### config.mk
export PLATFORM = sky130hd
export DESIGN_NAME = variable_partition_allocator
export DESIGN_NICKNAME = d
export VERILOG_FILES = /design/src/hdl/vpa_pkg.sv /design/src/hdl/variable_partition_allocator.sv /design/src/hdl/vpa_ram.sv
export VERILOG_INCLUDE_DIRS = /design/src /design/src/hdl
export SDC_FILE = /design/constraint.sdc
export NUM_CORES = 2
export LEC_CHECK = 0
export BUFFER_PORTS_ARGS = -buffer_cell sky130_fd_sc_hd__clkbuf_2
export CORE_ASPECT_RATIO = 0.8
export CORE_MARGIN = 2
export CORE_UTILIZATION = 63
export DETAILED_ROUTE_END_ITERATION = 10
export HOLD_SLACK_MARGIN = 0.08
export PLACE_DENSITY = 0.79
export SYNTH_ARGS = -nofsm -noshare
export SYNTH_HDL_FRONTEND = slang
export SYNTH_SLANG_ARGS = --single-unit
### constraint.sdc
create_clock -name clk -period 7.9 [get_ports clk]
set_clock_uncertainty 0.1 [all_clocks]
set_input_delay 1.58 -clock clk [delete_from_list [all_inputs] [get_ports clk]]
set_output_delay 1.58 -clock clk [all_outputs]
set_load 0.01 [all_outputs]
### src/hdl/variable_partition_allocator_defines.svh
// Assertion macros for the variable partition allocator.
`ifndef VARIABLE_PARTITION_ALLOCATOR_DEFINES_SVH
`define VARIABLE_PARTITION_ALLOCATOR_DEFINES_SVH
`ifndef SYNTHESIS
`define VPA_ASSERT(label, clk, rst_n, prop, msg) \
  label: assert property (@(posedge clk) disable iff (!rst_n) prop) else $error(msg);
`define VPA_ASSERT_ALWAYS(label, clk, prop, msg) \
  label: assert property (@(posedge clk) prop) else $error(msg);
`else
`define VPA_ASSERT(label, clk, rst_n, prop, msg)
`define VPA_ASSERT_ALWAYS(label, clk, prop, msg)
`endif
`endif

### src/hdl/vpa_pkg.sv
package vpa_pkg;
  localparam int MAX_SEGS = 32;
  localparam int ADDR_BITS = 16;
  localparam int IDX_BITS = $clog2(MAX_SEGS);
  localparam int CNT_BITS = $clog2(MAX_SEGS + 1);
  localparam int ENT_BITS = 2 * ADDR_BITS + 17;
  localparam logic [15:0] RESET_MEMORY_SIZE = 16'd640;

  localparam logic [1:0] ACT_FIRST = 2'd0;
  localparam logic [1:0] ACT_BEST = 2'd1;
  localparam logic [1:0] ACT_RELEASE = 2'd2;

  localparam logic [2:0] ST_OK = 3'd0;
  localparam logic [2:0] ST_NOFIT = 3'd1;
  localparam logic [2:0] ST_BAD = 3'd2;
  localparam logic [2:0] ST_FULL = 3'd3;
  localparam logic [2:0] ST_NOTFOUND = 3'd4;

  typedef struct packed {
    logic [ADDR_BITS-1:0] start;
    logic [ADDR_BITS-1:0] size;
    logic busy;
    logic [15:0] owner;
  } seg_t;

  typedef enum logic [3:0] {
    S_IDLE, S_SCAN, S_SCAN_WAIT, S_DECIDE, S_SHUP_RD, S_SHUP_WR, S_ALLOC_WR,
    S_REL_RDN, S_REL_RDP, S_REL_MERGE, S_SHDN_RD, S_SHDN_WR, S_DONE
  } state_t;
endpackage

### src/hdl/variable_partition_allocator.sv
// Variable partition allocator.
// Host writes cfg_memory_size through cfg_we/cfg_wdata while idle; each write,
// and reset, reinitialize the table to one free segment from address 0.
// A request word (in_action, in_job_id, in_request_size) is taken when start
// is high and busy is low. One result word (out_status, out_address) appears
// for a single cycle with out_valid; the receiver cannot stall it.
// The table lives in one single-port-write RAM with a registered read. Each
// request scans the used entries with a wait state after each read, then
// shifts entries up by one to split a segment, or down by one or two to merge
// on release, with a read state and a write state per moved entry. Bad
// requests skip the scan and go straight to S_DONE to show their result.
// Entry 0 is held in RAM and rewritten in the cycle after reset or a size
// write; only entries below the segment count are ever used.
// busy stays high from acceptance until the cycle the result is shown.
module variable_partition_allocator (
  input  logic clk,
  input  logic rst_n,
  input  logic start,
  output logic busy,
  input  logic [1:0] in_action,
  input  logic [15:0] in_job_id,
  input  logic [15:0] in_request_size,
  input  logic cfg_we,
  input  logic [15:0] cfg_wdata,
  output logic out_valid,
  output logic [2:0] out_status,
  output logic [15:0] out_address
);
`include "variable_partition_allocator_defines.svh"
  localparam int IB = vpa_pkg::IDX_BITS;
  localparam int CB = vpa_pkg::CNT_BITS;
  localparam int AB = vpa_pkg::ADDR_BITS;

  vpa_pkg::state_t state_r, state_nxt;
  logic [15:0] msize_r, msize_nxt;
  logic init_r, init_nxt;
  logic [CB-1:0] cnt_r, cnt_nxt;
  logic [CB-1:0] i_r, i_nxt;
  logic [IB-1:0] pick_r, pick_nxt;
  logic found_r, found_nxt;
  logic [AB-1:0] slack_r, slack_nxt;
  logic [1:0] act_r, act_nxt;
  logic [15:0] id_r, id_nxt;
  logic [AB-1:0] req_r, req_nxt;
  logic [2:0] st_r, st_nxt;
  logic [15:0] addr_r, addr_nxt;
  vpa_pkg::seg_t cur_r, cur_nxt, nb_r, nb_nxt;
  logic [1:0] rm_r, rm_nxt;
  logic vld_r, vld_nxt;

  logic we;
  logic [IB-1:0] waddr, raddr;
  vpa_pkg::seg_t wdata, rdata;

  vpa_ram #(.WIDTH(vpa_pkg::ENT_BITS), .DEPTH(vpa_pkg::MAX_SEGS)) u_ram (
    .clk(clk), .we(we), .waddr(waddr), .wdata(wdata), .raddr(raddr), .rdata(rdata)
  );

  logic fit;
  logic [AB-1:0] sl;
  assign sl = rdata.size - req_r;
  assign fit = !rdata.busy && (rdata.size >= req_r);

  always_comb begin
    state_nxt = state_r;
    msize_nxt = msize_r;
    init_nxt = 1'b0;
    cnt_nxt = cnt_r;
    i_nxt = i_r;
    pick_nxt = pick_r;
    found_nxt = found_r;
    slack_nxt = slack_r;
    act_nxt = act_r;
    id_nxt = id_r;
    req_nxt = req_r;
    st_nxt = st_r;
    addr_nxt = addr_r;
    cur_nxt = cur_r;
    nb_nxt = nb_r;
    rm_nxt = rm_r;
    case (state_r)
      vpa_pkg::S_IDLE: begin
        if (cfg_we) begin
          msize_nxt = cfg_wdata;
          init_nxt = 1'b1;
          cnt_nxt = CB'(1);
        end else if (start && !init_r) begin
          act_nxt = in_action;
          id_nxt = in_job_id;
          req_nxt = AB'(in_request_size);
          i_nxt = '0;
          found_nxt = 1'b0;
          slack_nxt = '0;
          addr_nxt = '0;
          if (in_job_id == 16'd0 || in_action == 2'd3 ||
              (in_action != vpa_pkg::ACT_RELEASE && in_request_size == 16'd0)) begin
            st_nxt = vpa_pkg::ST_BAD;
            state_nxt = vpa_pkg::S_DONE;
          end else begin
            state_nxt = vpa_pkg::S_SCAN;
          end
        end
      end
      vpa_pkg::S_SCAN: begin
        if (i_r >= cnt_r) begin
          state_nxt = vpa_pkg::S_DECIDE;
        end else begin
          state_nxt = vpa_pkg::S_SCAN_WAIT;
        end
      end
      vpa_pkg::S_SCAN_WAIT: begin
        state_nxt = vpa_pkg::S_SCAN;
        i_nxt = i_r + CB'(1);
        if (act_r == vpa_pkg::ACT_RELEASE) begin
          if (rdata.busy && rdata.owner == id_r) begin
            found_nxt = 1'b1;
            pick_nxt = i_r[IB-1:0];
            cur_nxt = rdata;
            state_nxt = vpa_pkg::S_DECIDE;
          end
        end else if (fit && (!found_r || (act_r == vpa_pkg::ACT_BEST && sl < slack_r))) begin
          found_nxt = 1'b1;
          pick_nxt = i_r[IB-1:0];
          slack_nxt = sl;
          cur_nxt = rdata;
          if (act_r == vpa_pkg::ACT_FIRST || sl == '0) begin
            state_nxt = vpa_pkg::S_DECIDE;
          end
        end
      end
      vpa_pkg::S_DECIDE: begin
        if (!found_r) begin
          st_nxt = (act_r == vpa_pkg::ACT_RELEASE) ? vpa_pkg::ST_NOTFOUND
                                                   : vpa_pkg::ST_NOFIT;
          state_nxt = vpa_pkg::S_DONE;
        end else if (act_r == vpa_pkg::ACT_RELEASE) begin
          st_nxt = vpa_pkg::ST_OK;
          addr_nxt = 16'(cur_r.start);
          cur_nxt.busy = 1'b0;
          cur_nxt.owner = '0;
          rm_nxt = 2'd0;
          state_nxt = vpa_pkg::S_REL_RDN;
        end else if (slack_r == '0) begin
          st_nxt = vpa_pkg::ST_OK;
          addr_nxt = 16'(cur_r.start);
          state_nxt = vpa_pkg::S_ALLOC_WR;
        end else if (cnt_r >= CB'(vpa_pkg::MAX_SEGS)) begin
          st_nxt = vpa_pkg::ST_FULL;
          state_nxt = vpa_pkg::S_DONE;
        end else begin
          st_nxt = vpa_pkg::ST_OK;
          addr_nxt = 16'(cur_r.start);
          i_nxt = cnt_r;
          state_nxt = vpa_pkg::S_SHUP_RD;
        end
      end
      vpa_pkg::S_SHUP_RD: begin
        if (i_r <= CB'(pick_r) + CB'(1)) begin
          state_nxt = vpa_pkg::S_ALLOC_WR;
        end else begin
          state_nxt = vpa_pkg::S_SHUP_WR;
        end
      end
      vpa_pkg::S_SHUP_WR: begin
        i_nxt = i_r - CB'(1);
        state_nxt = vpa_pkg::S_SHUP_RD;
      end
      vpa_pkg::S_ALLOC_WR: begin
        if (slack_r != '0 && i_r != '0) begin
          i_nxt = '0;
          cnt_nxt = cnt_r + CB'(1);
        end else begin
          state_nxt = vpa_pkg::S_DONE;
        end
      end
      vpa_pkg::S_REL_RDN: begin
        state_nxt = vpa_pkg::S_REL_RDP;
      end
      vpa_pkg::S_REL_RDP: begin
        if (CB'(pick_r) + CB'(1) < cnt_r && !rdata.busy) begin
          cur_nxt.size = cur_r.size + rdata.size;
          rm_nxt = 2'd1;
        end
        state_nxt = vpa_pkg::S_REL_MERGE;
      end
      vpa_pkg::S_REL_MERGE: begin
        if (pick_r != '0 && !rdata.busy) begin
          nb_nxt = rdata;
          nb_nxt.size = rdata.size + cur_r.size;
          rm_nxt = rm_r + 2'd1;
        end else begin
          nb_nxt = cur_r;
        end
        i_nxt = CB'(pick_r) + CB'(1) + CB'(rm_r);
        state_nxt = vpa_pkg::S_SHDN_RD;
      end
      vpa_pkg::S_SHDN_RD: begin
        if (i_r >= cnt_r || rm_r == 2'd0) begin
          cnt_nxt = cnt_r - CB'(rm_r);
          state_nxt = vpa_pkg::S_DONE;
        end else begin
          state_nxt = vpa_pkg::S_SHDN_WR;
        end
      end
      vpa_pkg::S_SHDN_WR: begin
        i_nxt = i_r + CB'(1);
        state_nxt = vpa_pkg::S_SHDN_RD;
      end
      vpa_pkg::S_DONE: begin
        state_nxt = vpa_pkg::S_IDLE;
      end
      default: state_nxt = vpa_pkg::S_IDLE;
    endcase
  end

  // Release merge mapping: after S_REL_MERGE, nb_r holds the entry that lands at
  // the lowest touched index, written in S_REL_MERGE; later entries move down by rm_r.
  logic [IB-1:0] rel_base;
  assign rel_base = (pick_r != '0 && !rdata.busy) ? pick_r - IB'(1) : pick_r;

  always_comb begin
    we = 1'b0;
    waddr = '0;
    wdata = cur_r;
    raddr = i_r[IB-1:0];
    case (state_r)
      vpa_pkg::S_IDLE: begin
        if (init_r) begin
          we = 1'b1;
          waddr = '0;
          wdata.start = '0;
          wdata.size = AB'(msize_r);
          wdata.busy = 1'b0;
          wdata.owner = '0;
        end
      end
      vpa_pkg::S_SHUP_RD: raddr = IB'(i_r - CB'(1));
      vpa_pkg::S_SHUP_WR: begin
        we = 1'b1;
        waddr = i_r[IB-1:0];
        wdata = rdata;
      end
      vpa_pkg::S_ALLOC_WR: begin
        we = 1'b1;
        if (slack_r != '0 && i_r != '0) begin
          waddr = pick_r + IB'(1);
          wdata.start = cur_r.start + req_r;
          wdata.size = slack_r;
          wdata.busy = 1'b0;
          wdata.owner = '0;
        end else begin
          waddr = pick_r;
          wdata.start = cur_r.start;
          wdata.size = (slack_r != '0) ? req_r : cur_r.size;
          wdata.busy = 1'b1;
          wdata.owner = id_r;
        end
      end
      vpa_pkg::S_REL_RDN: raddr = pick_r + IB'(1);
      vpa_pkg::S_REL_RDP: raddr = pick_r - IB'(1);
      vpa_pkg::S_REL_MERGE: begin
        we = 1'b1;
        waddr = rel_base;
        wdata = (pick_r != '0 && !rdata.busy) ? nb_nxt : cur_r;
      end
      vpa_pkg::S_SHDN_RD: raddr = i_r[IB-1:0];
      vpa_pkg::S_SHDN_WR: begin
        we = 1'b1;
        waddr = IB'(i_r - CB'(rm_r));
        wdata = rdata;
      end
      default: ;
    endcase
  end

  assign vld_nxt = (state_r == vpa_pkg::S_DONE);
  assign busy = (state_r != vpa_pkg::S_IDLE) || init_r;
  assign out_valid = vld_r;
  assign out_status = st_r;
  assign out_address = addr_r;

  always_ff @(posedge clk) begin
    if (!rst_n) begin
      state_r <= vpa_pkg::S_IDLE;
      msize_r <= vpa_pkg::RESET_MEMORY_SIZE;
      init_r <= 1'b1;
      cnt_r <= CB'(1);
      vld_r <= 1'b0;
    end else begin
      state_r <= state_nxt;
      msize_r <= msize_nxt;
      init_r <= init_nxt;
      cnt_r <= cnt_nxt;
      vld_r <= vld_nxt;
    end
    i_r <= i_nxt;
    pick_r <= pick_nxt;
    found_r <= found_nxt;
    slack_r <= slack_nxt;
    act_r <= act_nxt;
    id_r <= id_nxt;
    req_r <= req_nxt;
    st_r <= st_nxt;
    addr_r <= addr_nxt;
    cur_r <= cur_nxt;
    nb_r <= nb_nxt;
    rm_r <= rm_nxt;
  end

  `VPA_ASSERT(a_cnt_range, clk, rst_n, (cnt_r >= CB'(1) && cnt_r <= CB'(vpa_pkg::MAX_SEGS)), "segment count out of range")
  `VPA_ASSERT(a_err_addr, clk, rst_n, (out_valid && out_status != vpa_pkg::ST_OK) |-> (out_address == 16'd0), "error result with nonzero address")
  `VPA_ASSERT(a_done_valid, clk, rst_n, (state_r == vpa_pkg::S_DONE) |=> out_valid, "result not shown after done")
  `VPA_ASSERT(a_valid_pulse, clk, rst_n, out_valid |=> !out_valid, "result shown for more than one cycle")
endmodule

### src/hdl/vpa_ram.sv
module vpa_ram #(
  parameter int WIDTH = 8,
  parameter int DEPTH = 16
) (
  input  logic clk,
  input  logic we,
  input  logic [$clog2(DEPTH)-1:0] waddr,
  input  logic [WIDTH-1:0] wdata,
  input  logic [$clog2(DEPTH)-1:0] raddr,
  output logic [WIDTH-1:0] rdata
);
  logic [WIDTH-1:0] mem [DEPTH];
  always_ff @(posedge clk) begin
    if (we) begin
      mem[waddr] <= wdata;
    end
    rdata <= mem[raddr];
  end
endmodule
==> summary.txt <==
Status
  – Status: finished, final reports clean

Synthesis
  – Distinct cell type count after synthesis: 73
  – Top cell type's share of synthesized area: 66.55%
  – Post-Syn Area per Cell: 16.45 um2
  – Asr flop ratio synth: 0%
  – Mapped Nets: between 4000 and 5000
  – Number of synthesized register bits: 1778
  – Synth area leader: edfxtp_1
  – Synth Flop Type: edfxtp_1
  – Synth area leaders: edfxtp_1 (67%), mux2i_1 (19%), dfxtp_1 (2.0%)
  – Sequential area share after synthesis: 68.59%
  – Post-synth EDFFs: 1700
  – Synth Instances: 4662
  – Ys Warns: 0
  – Cell area after synthesis: around 0.077 mm2

STA
  – Max-slew headroom: 8.214%
  – Tmin final: between 6000 and 7000 ps
  – Final TNS setup: 0 ps
  – Fin crit share: between 70% and 80%
  – Final-report setup violation count: 0
  – Unrepaired setup endpoints after global routing: no
  – Fmax: 0.1627 GHz
  – Final WS setup: 1755 ps
  – Fin. max-slew vios: 0
  – Hold Vio Cnt, Final: 0
  – Slew @ Worst Pin: 1377 ps

Drt
  – WL per Instance: 28.92 um
  – Via count: 42306
  – 1st-pass router iterations: 6
  – Routed Antenna Nets: 0
  – Initial DRC count: 5641
  – Routed wire length: 189100 um
  – DRC viols: 0
  – Via density: 6.469

Pwr
  – P per Cell Area: 289.0 mW/mm2
  – Int Pwr: 17.40 mW
  – Sw Pwr: 6.982 mW
  – Register share of total power: 46.8%
  – Clock share of power: between 30% and 40%
  – Sw Ratio: 28.64%
  – Leak: 32.18 nW
  – Comb pwr share: 20.6%
  – Maximum VDD drop: 0.0002169 V

Clock tree
  – Clock-pin slew on the worst setup and hold paths: 60 ps
  – Number of H-tree levels: 4
  – CTS Root Cell: clkbuf_16
  – CTS tree: built
  – Hold Buf Count CTS: 0
  – Num CTS Buffers: ~170
  – Clk_lat worst skew: 810 ps
  – Clock sinks: 1778
  – Max Root-Sink Buffers: 3
  – Post_cts resized: 0
  – Post-CTS setup buffers: 0

Placement
  – IO buf count: 74
  – Post-DP HPWL: approximately 120000 um
  – # placed instances: 6233
  – GPL Wtd Cong: around 0.96
  – Dpl ws: roughly 2000 ps

Run
  – Max-cap violations: 0

Layout
  – Post-Layout Cell Count: 6540
  – Final core utilization: 69.83%
  – Diode count: 0
  – Area grow syn2layout: 9.976%
  – Most frequent cells in the layout: edfxtp_1 (1700), mux2i_1 (1485), clkbuf_16 (169)
  – Nets: 4931
  – Commonest non-fill, non-tap cell in the layout: edfxtp_1
  – Layout cells sized above 1: 10.90%

Critical path
  – FF-to-FF Start: i_r[2]
  – Setup crit start: i_r[2]
  – CP arrival: between 6000 and 7000 ps
  – Critical path data required time: 8250 ps
  – Crit. End Element: flop
  – Setup CP Type: flop to flop
  – Crit path max fanout: 26
  – Startpoint Class: flop

Floorplan
  – Row count: 114
  – Die W: 394.1 um
  – Initial Util: 63.49%
  – Die Ht: 316.1 um
  – Core Box Area: ~0.12 mm2
  – Die footprint: roughly 0.12 mm2
  – IO Count: 75

Global route
  – GR peak layer: met2
  – First-pass GRT wire length: 275300 um
  – Vias in the first global route: 40805
  – GR Util met3: 5.750%
  – Global route overflow: 0
  – Grt met2 use: 45.48%
  – Largest net degree at the start of global routing: ~140
  – Initial antenna violation count: 3
  – Global-route total usage across every layer: 30.20%
  – Met1 usage: 45.10%

Worst hold path
  – Hold path start: u_ram.rdata[39]
  – Worst hold path type: flop to flop
[metrics by stage]
stage | total power, mW | hold slack (ps) | area [um2]
final | 24.38 | 352.3 | 84360
after global routing | 25.13 | 363.7 | 84360
after CTS | 24.34 | 349.3 | 84360
after detailed placement | 16.49 | 334.0 | 78970
after global placement | 16.39 | 324.7 | 78970
after floorplan | 14.93 | 307.2 | 76710
[worst max-delay path, stage by stage (launching register included)]
cell and delay, ps:
edfxtp_1 650, nor3_1 430, nand3b_1 590, a21oi_4 310, buf_4 430, or2_2 230
nor2_1 40, o21ai_0 760, nand2_1 720, nor2_4 1010, buf_4 470
[sequential cells by signal, summed over array words and instances (netlist names), 3 cells and up]
register and flops:
out_status 3, cnt_r 6, u_ram.mem 1568, slack_r 16, state_r 4, i_r 6
cur_r 49, pick_r 5, u_ram.rdata 49, msize_r 16, req_r 16, id_r 16
out_address 16
[kinds of logic after synthesis]
| group | Yosys count | synth area share [%] |
|---|---|---|
| flip-flops | 1778 | 68.59 |
| multiplexers | 1538 | 20.15 |
| AND/OR/NAND/NOR | 474 | 3.021 |
| AO/OA/AOI/OAI | 365 | 3.235 |
| buffers and inverters | 339 | 2.543 |
| adder cells (fa/ha/maj) | 99 | 1.674 |
| XOR/XNOR | 69 | 0.7878 |
[Yosys cell counts (31+ instances only)]
library cell	instances
nand3_1	31
mux2_2	52
nand2_1	153
edfxtp_1	1700
a21oi_1	86
mux2i_1	1486
inv_1	103
clkbuf_1	96
and2_1	35
nor2_1	99
xnor2_1	47
ha_1	93
o21ai_0	78
buf_6	85
dfxtp_1	78
[metal layers]
layer | vias up | share of wire (%) | routed length (um)
met5 | - | 0 | 0
met4 | 0 | 2.7 | 5128
met3 | 287 | 9.8 | 18460
met2 | 2159 | 45 | 85430
met1 | 21473 | 42 | 80110
li1 | 18387 | - | -
[power groups by stage]
stage / clock (mW) / sequential (mW) / combinational (mW)
2_1_floorplan: 0 / 11.4 / 3.54
3_3_place_gp: 0 / 11.6 / 4.81
3_5_place_dp: 0 / 11.6 / 4.90
4_1_cts: 8.01 / 11.4 / 4.94
5_1_grt: 8.40 / 11.4 / 5.32
6_report: 7.95 / 11.4 / 5.01
[worst paths after layout]
check                 endpoint  slack, ps  cells past startpoint
min reg2reg          cur_r[39]        350                      0
min                  cur_r[39]        350                      0
max          u_ram.mem[15][30]       1760                     10
max reg2reg  u_ram.mem[15][30]       1760                     10
[final cells by class]
class,count,area [um2]
Sequential cell,1778,52610
Fill cell,7728,36450
Multi-Input combinational cell,2545,22550
Clock buffer,210,4433
Tap cell,1624,2032
Timing Repair Buffer,182,1394
Clock inverter,97,954.7
Inverter,104,390.4
(Power assumes the default switching activity.)
